`src/hdl/nc4p_pkg.sv`:
```
// Package for the NC4HW4 fp16 pack block: widths, register indexes and types.
// No dependencies.
`timescale 1ns / 1ps
`default_nettype none
package nc4p_pkg;
    localparam int LANES = 4;
    localparam int MAX_EXTENT = 4096;
    localparam int EXT_W = 13;
    localparam int IDX_W = 44;
    localparam int CFG_IDX_W = 2;
    localparam logic [1:0] REG_CHANNELS = 2'd0;
    localparam logic [1:0] REG_HEIGHT = 2'd1;
    localparam logic [1:0] REG_WIDTH = 2'd2;
    localparam logic [1:0] REG_HALF = 2'd3;

    typedef struct packed {
        logic [EXT_W-1:0] channel_count;
        logic [EXT_W-1:0] tensor_height;
        logic [EXT_W-1:0] tensor_width;
        logic             half_mode;
    } t_cfg;
endpackage
`default_nettype wire

```
`src/hdl/nc4p_lane.sv`:
```
// One lane: channel masking and, in half mode, saturating fp32 to fp16 conversion, registered.
// Depends on nc4p_pkg.
`timescale 1ns / 1ps
`default_nettype none
module nc4p_lane (
    input  wire logic        i_clk,
    input  wire logic        i_en,
    input  wire logic        i_keep,
    input  wire logic        i_half,
    input  wire logic [31:0] i_data,
    output logic      [31:0] o_data
);
    import nc4p_pkg::*;

    logic [31:0] v;
    logic [15:0] sgn;
    logic [7:0]  e;
    logic [22:0] m;
    logic [15:0] h;
    logic [12:0] rem;
    logic [4:0]  s;
    logic [23:0] full, sh, rm, hf;
    logic [15:0] hc;
    logic [31:0] n_data;
    logic [31:0] r_data;

    always_comb begin
        v = i_keep ? i_data : 32'd0;
        sgn = {v[31], 15'd0};
        e = v[30:23];
        m = v[22:0];
        rem = m[12:0];
        h = 16'd0;
        full = {1'b1, m};
        s = 5'd0;
        sh = 24'd0;
        rm = 24'd0;
        hf = 24'd0;
        hc = 16'd0;
        if (e == 8'd255) begin
            hc = (m != 23'd0) ? (sgn | 16'h7E00 | {6'd0, m[22:13]}) : (sgn | 16'h7BFF);
        end else if (e >= 8'd143) begin
            hc = sgn | 16'h7BFF;
        end else if (e >= 8'd113) begin
            h = {1'b0, 5'(e - 8'd112), m[22:13]};
            if (rem > 13'h1000 || (rem == 13'h1000 && h[0])) begin
                h = h + 16'd1;
            end
            if (h >= 16'h7C00) begin
                h = 16'h7BFF;
            end
            hc = sgn | h;
        end else if (e == 8'd0 || (8'd126 - e) > 8'd24) begin
            hc = sgn;
        end else begin
            s = 5'(8'd126 - e);
            sh = full >> s;
            rm = full & ((24'd1 << s) - 24'd1);
            hf = 24'd1 << (s - 5'd1);
            h = sh[15:0];
            if (rm > hf || (rm == hf && h[0])) begin
                h = h + 16'd1;
            end
            hc = sgn | h;
        end
        n_data = i_half ? {16'd0, hc} : v;
    end

    always_ff @(posedge i_clk) begin
        if (i_en) begin
            r_data <= n_data;
        end
    end
    assign o_data = r_data;
endmodule
`default_nettype wire

```
`src/hdl/nc4p_index.sv`:
```
// Destination index pipeline: one multiply per stage, three stages.
// Depends on nc4p_pkg.
`timescale 1ns / 1ps
`default_nettype none
module nc4p_index (
    input  wire logic                          i_clk,
    input  wire logic                          i_en,
    input  wire nc4p_pkg::t_cfg                i_cfg,
    input  wire logic [7:0]                    i_batch,
    input  wire logic [9:0]                    i_block,
    input  wire logic [11:0]                   i_row,
    input  wire logic [11:0]                   i_col,
    output logic      [nc4p_pkg::IDX_W-1:0]    o_index
);
    import nc4p_pkg::*;

    logic [10:0] blocks;
    logic [19:0] r_a;
    logic [11:0] r_row1, r_col1, r_col2;
    logic [32:0] r_b;
    logic [IDX_W-1:0] r_c;

    assign blocks = 11'((i_cfg.channel_count + 13'd3) >> 2);

    always_ff @(posedge i_clk) begin
        if (i_en) begin
            r_a <= 20'(i_batch) * 20'(blocks) + 20'(i_block);
            r_row1 <= i_row;
            r_col1 <= i_col;
            r_b <= 33'(r_a) * 33'(i_cfg.tensor_height) + 33'(r_row1);
            r_col2 <= r_col1;
            r_c <= IDX_W'((46'(r_b) * 46'(i_cfg.tensor_width) + 46'(r_col2)) << 2);
        end
    end
    assign o_index = r_c;
endmodule
`default_nettype wire

```
`src/hdl/nc4_block_pack_fp16_top.sv`:
```
// Top level of the NC4HW4 fp16 pack block: config registers, lanes, index pipe.
// Depends on nc4p_pkg, nc4p_lane and nc4p_index.
`timescale 1ns / 1ps
`default_nettype none
// One word is accepted per cycle unless the pipeline is stalled; results pass
// through the three multiply stages of the index pipeline. The pipeline stalls
// as a whole when a valid output is not taken, and no stage moves while it is held.
module nc4_block_pack_fp16_top (
    input  wire logic          i_clk,
    input  wire logic          i_rst_n,
    input  wire logic          i_cfg_valid,
    output logic               o_cfg_ready,
    input  wire logic [1:0]    i_cfg_index,
    input  wire logic [15:0]   i_cfg_data,
    input  wire logic          s_axis_tvalid,
    output logic               s_axis_tready,
    // batch_index, channel_block, row_index, column_index, lane0_in..lane3_in
    input  wire logic [175:0]  s_axis_tdata,
    output logic               m_axis_tvalid,
    input  wire logic          m_axis_tready,
    // dest_index, lane0_out..lane3_out
    output logic [175:0]       m_axis_tdata
);
    import nc4p_pkg::*;

    t_cfg r_cfg;
    logic [2:0] r_vld;
    logic en;
    logic [EXT_W-1:0] sat;
    logic [LANES-1:0] keep;
    logic [LANES*32-1:0] lout;
    logic [IDX_W-1:0] idx;
    logic [12:0] ch;

    assign en = !r_vld[2] || m_axis_tready;
    assign s_axis_tready = en;
    assign o_cfg_ready = 1'b1;
    assign sat = (i_cfg_data[12:0] > 13'(MAX_EXTENT)) ? 13'(MAX_EXTENT) : i_cfg_data[12:0];
    assign ch = 13'({s_axis_tdata[17:8], 2'b00});

    always_ff @(posedge i_clk) begin
        if (!i_rst_n) begin
            r_cfg <= '{13'd4, 13'd1, 13'd1, 1'b1};
            r_vld <= 3'd0;
        end else begin
            if (en) begin
                r_vld <= {r_vld[1:0], s_axis_tvalid};
            end
            if (i_cfg_valid) begin
                case (i_cfg_index)
                    REG_CHANNELS: r_cfg.channel_count <= sat;
                    REG_HEIGHT:   r_cfg.tensor_height <= sat;
                    REG_WIDTH:    r_cfg.tensor_width <= sat;
                    REG_HALF:     r_cfg.half_mode <= i_cfg_data[0];
                    default:      r_cfg <= r_cfg;
                endcase
            end
        end
    end

    genvar g;
    generate
        for (g = 0; g < LANES; g++) begin : g_lane
            logic [31:0] d1, d2;
            logic [31:0] q;
            assign keep[g] = (ch + 13'(g)) < r_cfg.channel_count;
            nc4p_lane u_lane (
                .i_clk(i_clk), .i_en(en), .i_keep(keep[g]), .i_half(r_cfg.half_mode),
                .i_data(s_axis_tdata[42+32*g +: 32]), .o_data(q)
            );
            always_ff @(posedge i_clk) begin
                if (en) begin
                    d1 <= q;
                    d2 <= d1;
                end
            end
            assign lout[32*g +: 32] = d2;
        end
    endgenerate

    nc4p_index u_index (
        .i_clk(i_clk), .i_en(en), .i_cfg(r_cfg),
        .i_batch(s_axis_tdata[7:0]), .i_block(s_axis_tdata[17:8]),
        .i_row(s_axis_tdata[29:18]), .i_col(s_axis_tdata[41:30]), .o_index(idx)
    );

    assign m_axis_tvalid = r_vld[2];
    assign m_axis_tdata = {4'd0, lout, idx};

    a_hold: assert property (@(posedge i_clk) disable iff (!i_rst_n)
        m_axis_tvalid && !m_axis_tready |=> m_axis_tvalid) else $error("lost word");
    a_rdy: assert property (@(posedge i_clk) disable iff (!i_rst_n)
        !m_axis_tvalid |-> s_axis_tready) else $error("stall without output");
    a_pipe: assert property (@(posedge i_clk) disable iff (!i_rst_n)
        s_axis_tvalid && s_axis_tready |=> r_vld[0]) else $error("word dropped");
endmodule
`default_nettype wire

```
`config.mk`:
```
export PLATFORM = sky130hd
export DESIGN_NAME = nc4_block_pack_fp16_top
export DESIGN_NICKNAME = d
export VERILOG_FILES = /design/src/hdl/nc4p_pkg.sv /design/src/hdl/nc4p_lane.sv /design/src/hdl/nc4p_index.sv /design/src/hdl/nc4_block_pack_fp16_top.sv
export SDC_FILE = /design/constraint.sdc
export NUM_CORES = 2
export LEC_CHECK = 0
export ABC_AREA = 1
export BUFFER_PORTS_ARGS = -buffer_cell sky130_fd_sc_hd__clkbuf_2
export CAP_MARGIN = 20
export CORE_UTILIZATION = 33
export DETAILED_ROUTE_END_ITERATION = 10
export GPL_ROUTABILITY_DRIVEN = 0
export GPL_TIMING_DRIVEN = 1
export SYNTH_ARGS = -nofsm -noshare
export SYNTH_HDL_FRONTEND = slang
export SYNTH_SLANG_ARGS = --single-unit
export TNS_END_PERCENT = 30
```
`constraint.sdc`:
```
create_clock -name i_clk -period 17.3 [get_ports i_clk]
set_clock_uncertainty 0.15 [all_clocks]
set_input_delay 1.73 -clock i_clk [delete_from_list [all_inputs] [get_ports i_clk]]
set_output_delay 1.73 -clock i_clk [all_outputs]
set_load 0.01 [all_outputs]
```
Word level (Yosys, flattened, before mapping):

Index checks and enable logic that the tools add are counted.

* input port bits: 199
* register bits after elaboration: 558
* word-level logic and storage cells: 249
* output and inout port bits: 179

* reductions and logical operators: 35
* magnitude comparators: 29
* eq/ne operators: 15
* bitwise operators: 16
* multiply operators: 3
* add/subtract/negate cells: 31
* mux-type cells: 81
* shifts and indexed selects: 12

Operators by type and width (count)
* 2-to-1 mux 16 bit: 76
* left shift 1 x 5 -> 24 bit, first input constant: 8
* 2-to-1 mux 32 bit: 4
* OR 16 bit: 8
* AND 24 bit: 4
* == test 24 bit: 4
* greater-than comparator 24 bit: 4
* >> shifter 24 x 5 -> 16 bit: 4
* subtractor 24 x 1 -> 24 bit, second input constant: 4
* nonzero test 23 bit: 4
* greater-than comparator 13 bit, second input constant: 5
* adder 15 x 1 -> 16 bit, second input constant: 4
* adder 16 x 1 -> 16 bit, second input constant: 4
* greater-or-equal comparator 16 x 15 -> 1 bit, second input constant: 4
* OR 16 x 10 -> 16 bit: 4
* == test 13 bit, second input constant: 4
* adder 42 x 12 -> 42 bit: 1
* multiplier 33 x 13 -> 42 bit: 1
* less-than comparator 13 bit: 3
* adder 33 x 12 -> 33 bit: 1
* multiplier 20 x 13 -> 33 bit: 1
* == test 8 bit, second input constant: 4
* greater-or-equal comparator 8 x 7 -> 1 bit, second input constant: 4
* greater-or-equal comparator 8 bit, second input constant: 4
* 19 further kinds: 58

Depth between registers and ports, before layout:

* depth after elaboration: 21
* mapped depth: 46
* depth with buffers taken out: 44

Modules after synthesis:

Synthesis repeated with hierarchy kept, for this count alone.

* cell total of the unflattened synthesis: 8315
* area total of the unflattened synthesis: 64403.0 um2

By module, submodules not included
* nc4p_index: cells each 4013, area each 31731.7 um2, instances 1, seq. area each 3933.8 um2
* nc4p_lane: cells each 950, area each 5774.3 um2, instances 4, seq. area each 960.9 um2
* nc4_block_pack_fp16_top: cells each 502, area each 9574.2 um2, instances 1, seq. area each 8548.2 um2

Worst setup path after synthesis:

Ideal clock, no wire load.

* kind: in2out
* start: input m_axis_tready
* end: output s_axis_tready
* stages: 2
* slack: 3.632 ns
* buffers on the path: 0
* required time: 15.420 ns
* arrival time: 11.788 ns
* cells stage by stage: nor2_1 > inv_1

* cells in the longest elaborated chain, start to end: 1

RTL lines
* start: declaration: RTL line nc4_block_pack_fp16_top.sv:20 `input wire logic m_axis_tready,`
* logical OR 1 bit: RTL line nc4_block_pack_fp16_top.sv:35 `assign en = !r_vld[2] || m_axis_tready;`
* end: declaration: RTL line nc4_block_pack_fp16_top.sv:16 `output logic s_axis_tready,`

Every way passes these cells.

Worst setup path in the final report:

* start: input s_axis_tdata[14]
* end: register g_lane[3].u_lane.r_data[6] (data pin)

* cells in the longest elaborated chain, start to end: 21
* elaborated cells on any way between the ends: 51
* those cells by class: add/sub: 7; order compare: 7; eq/ne: 3; shift: 3; mux: 20; bitwise: 4; reduce/logical: 7

RTL lines
* start: declaration: RTL line nc4_block_pack_fp16_top.sv:18 `input wire logic [175:0] s_axis_tdata,`
* adder 12 x 2 -> 13 bit (*): RTL line nc4_block_pack_fp16_top.sv:66 `assign keep[g] = (ch + 13'(g)) < r_cfg.channel_count;`
* less-than comparator 13 bit (*): RTL line nc4_block_pack_fp16_top.sv:66
* 2-to-1 mux 32 bit (*): RTL line nc4p_lane.sv:28 `v = i_keep ? i_data : 32'd0;`
* branches (longest 17 deep; another with subtractor 24 x 1 -> 24 bit)
* 2-to-1 mux 16 bit (*): RTL line nc4p_lane.sv:66 `n_data = i_half ? {16'd0, hc} : v;`
* named net g_lane[3].u_lane.n_data[6]: RTL line nc4p_lane.sv:24 `logic [31:0] n_data;`
* end signal: assignment: RTL line nc4p_lane.sv:71 `r_data <= n_data;`
* end: declaration: RTL line nc4p_lane.sv:25 `logic [31:0] r_data;`

Mark *: on every way through the listed nets, which the timed path passes. The select of a mux whose other input is x is not followed.
A chain may end at the register's enable or synchronous reset.

==> results.sh <==
export IMPL_synth_cell_types=69
export IMPL_dpl_hpwl_um=149700
export IMPL_critPathArrivalTime_ns=10.22
export IMPL_numCtsBuffers=69
export IMPL_cts_hold_buf=0
export IMPL_root_buffer="clkbuf_16"
export IMPL_startpoint_type="input port"
export IMPL_finalSetupViolations=0
export IMPL_dr_first_iter_drc_count=5808
export IMPL_syn_avg_cell_area_um2=7.945
export IMPL_pin_count=378
export IMPL_die_area_mm2=0.1867
export IMPL_grt_ovfl_total=0
export IMPL_rrSetupSlack_ns=8.13
export IMPL_worst_path_most_repeated_cell="nand2_1"
export IMPL_p_leak_nw=33.45
export IMPL_async_flop_share_pct=0
export IMPL_num_rows=157
export IMPL_synth_seq_cells=558
export IMPL_crit_start="s_axis_tdata[14]"
export IMPL_core_mm2=0.1835
export IMPL_viasPerCell=5.112
export IMPL_relSlewSlack_pct=27.15
export IMPL_drive_gt1_share_pct=8.368
export IMPL_ant_nets=0
export IMPL_holdWs_ns=0.2497
export IMPL_cap_violations=0
export IMPL_grt_max_degree=90
export IMPL_yosysWarnings=0
export IMPL_cts_tree="done"
export IMPL_num_fill_cells=18960
export IMPL_firstDrtPassIters=9
export IMPL_grt_first_pass_wirelength_um=294700
export IMPL_antenna_found_initial=20
export IMPL_synth_edff_count=515
export IMPL_status="finished, final reports clean"
export IMPL_die_height_um=432.0
export IMPL_hp_start="g_lane[1].u_lane.o_data[8]"
export IMPL_period_needed_ns=10.01
export IMPL_worstPathMaxFanout=36
export IMPL_vias=53221
export IMPL_start_util_pct=33.26
export IMPL_drc_errors=0
export IMPL_hold_depth=0
export IMPL_syn_inst=7681
export IMPL_multi_input_area_mm2=0.03842
export IMPL_reg2reg_to="g_lane[3].u_lane.o_data[6]"
export IMPL_crit_type="in -> reg"
export IMPL_worst_ir_drop_vdd_mv=0.1193
export IMPL_synthesis_area_mm2=0.06103
export IMPL_cp_end_kind="register"
export IMPL_hp_class="reg -> reg"
export IMPL_yosysSeqAreaShare_pct=26.75
export IMPL_min_delay_worst_endpoint="g_lane[1].d1[8]"
export IMPL_clock_latency_ns=0.69
export IMPL_r2r_start="r_cfg[35]"
export IMPL_worst_pin_slew_ns=1.090
export IMPL_drt_total_wl_um=191500
export IMPL_grt_total_usage_pct=20.19
export IMPL_routedWlPerCell_um=18.40
export IMPL_port_buffers=361
export IMPL_post_cts_repair_setup_buffers=0
export IMPL_final_max_slew_violation_count=0
export IMPL_pwr_density_cell_mw_per_mm2=110.6
export IMPL_cts_buffer_depth=3
export IMPL_rsz0062_at_grt="false"
export IMPL_max_freq_mhz=99.91
export IMPL_htreeDepth=3
export IMPL_max_stage_delay_ns=1.17
export IMPL_grt_pass1_vias=51809
export IMPL_cp_required_ns=17.51
export IMPL_cp_slowest_cell="ha_1"
export IMPL_finalHoldViolCount=0
export IMPL_cts_reportedPaths_clkPinSlew_ns=0.06
export IMPL_fin_crit_sh_pct=57.85
export IMPL_area_delta_synth_final_pct=10.36
export IMPL_nNetsFinal=9117
export IMPL_seq_area_mm2=0.01633
export IMPL_ys_flop_type="edfxtp_1"
export IMPL_rr_worst_depth=33
export IMPL_dieWidth_um=432.0
export IMPL_postCtsResizedCells=0
export IMPL_clkSinkCount=558
export IMPL_fin_tns_setup_ns=0
-- metrics by stage --
step                std cells  utilization [%]  instance area (um^2)  setup slack, ns  power [mW]
global route            10412            36.71                 67350            6.654       8.109
CTS                     10396            36.67                 67290            7.541       7.478
floorplan                7686                -                 61050            3.632       4.925
finish                  10412            36.71                 67350            7.291       7.448
global placement        10272            35.47                 65080            6.922       5.932
detailed placement      10272            35.47                 65080            6.830       6.002
-- registers in the layout, summed over array words and instances, names as in the netlist --
register,flops
u_index.r_a,20
u_index.o_index,42
u_index.r_col2,12
r_vld,3
u_index.r_row1,12
g_lane.u_lane.o_data,128
u_index.r_b,33
g_lane.d1,128
g_lane.d2,128
u_index.r_col1,12
r_cfg,40
-- cells in the final DEF (no fill, tap or decap), types with 24 or more instances in the layout --
cell,count
a21oi_1,274
a31oi_1,25
buf_4,42
clkbuf_16,70
clkbuf_2,361
dfxtp_1,39
edfxtp_1,515
fa_1,614
ha_1,422
inv_1,1333
nand2_1,1901
nand2_2,29
nand3_1,742
nand4_1,101
nor2_1,619
nor2_2,35
nor3_1,62
nor4_1,27
o21ai_0,201
o21bai_1,24
xnor2_1,49
xor2_1,161
-- kinds of logic (layout without fill, tap and decap cells) --
| logic type | Yosys count | count (layout) | synth area share, % |
|---|---|---|---|
| AND/OR/NAND/NOR | 3594 | 3594 | 25.20 |
| buffers and inverters | 1645 | 1894 | 10.36 |
| adder cells (fa/ha/maj) | 1036 | 1036 | 28.79 |
| AO/OA/AOI/OAI | 635 | 635 | 5.843 |
| flip-flops | 558 | 558 | 26.75 |
| XOR/XNOR | 211 | 211 | 3.040 |
| other | 2 | 20 | 0.01231 |
-- power by group --
| part | switching [mW] | total [mW] | leakage (nW) | internal, mW |
|---|---|---|---|---|
| Sequential | 0.302 | 2.17 | 6.28 | 1.87 |
| Clock | 0.627 | 1.43 | 1.08 | 0.800 |
| Combinational | 2.42 | 3.85 | 26.1 | 1.43 |
-- critical path, delay by kind of cell --
kind | cells | cell delay (ns)
AO/OA/AOI/OAI | 1 | 0.14
XOR/XNOR | 1 | 0.51
AND/OR/NAND/NOR | 21 | 4.04
adder cells (fa/ha/maj) | 3 | 1.82
buffers and inverters | 7 | 1.92
-- layer usage --
metal  up-vias  share of wire (%)  track usage (%)  routed length, um
met4         6                5.6            10.88              10680
li1      24768                  -                -                  -
met1     25375                 40            25.48              76130
met5         -              0.022                0                 43
met2      2534                 46            32.66              88640
met3       538                8.4            3.701              16050
-- how the worst max path moves through the flow --
stage	endpoint	slack, ns
final	g_lane[3].u_lane.o_data[6]	7.29
after floorplan	s_axis_tready	3.63
after global placement	g_lane[3].u_lane.o_data[6]	6.92
after CTS	g_lane[3].u_lane.o_data[6]	7.54
after detailed placement	g_lane[3].u_lane.o_data[6]	6.83
after global routing	g_lane[3].u_lane.o_data[6]	6.65
-- cell usage after synthesis, drive strengths merged, types with 71 or more instances --
cell type | instances | area share (%)
inv | 1357 | 8.3
clkbuf | 173 | 1.1
fa | 614 | 20
nand4 | 102 | 1.1
nand3 | 754 | 6.3
xor2 | 162 | 2.3
ha | 422 | 8.7
a21oi | 275 | 2.3
nor3 | 71 | 0.65
buf | 107 | 0.90
nand2 | 1932 | 12
nor2 | 668 | 4.4
o21ai | 222 | 1.9
edfxtp | 515 | 25
-- layout make-up --
| cell class | instances | share of cell area [%] |
|---|---|---|
| multi-input cells | 5483 | 57.04 |
| flip-flops and latches | 558 | 24.25 |
| inverters | 1365 | 7.619 |
| well taps | 2464 | 4.577 |
| repair buffers | 405 | 3.184 |
| clock buffers | 83 | 2.718 |
| clock inverters | 41 | 0.5610 |
| diodes | 13 | 0.04830 |
No activity file was read; power rests on OpenSTA's default activity.
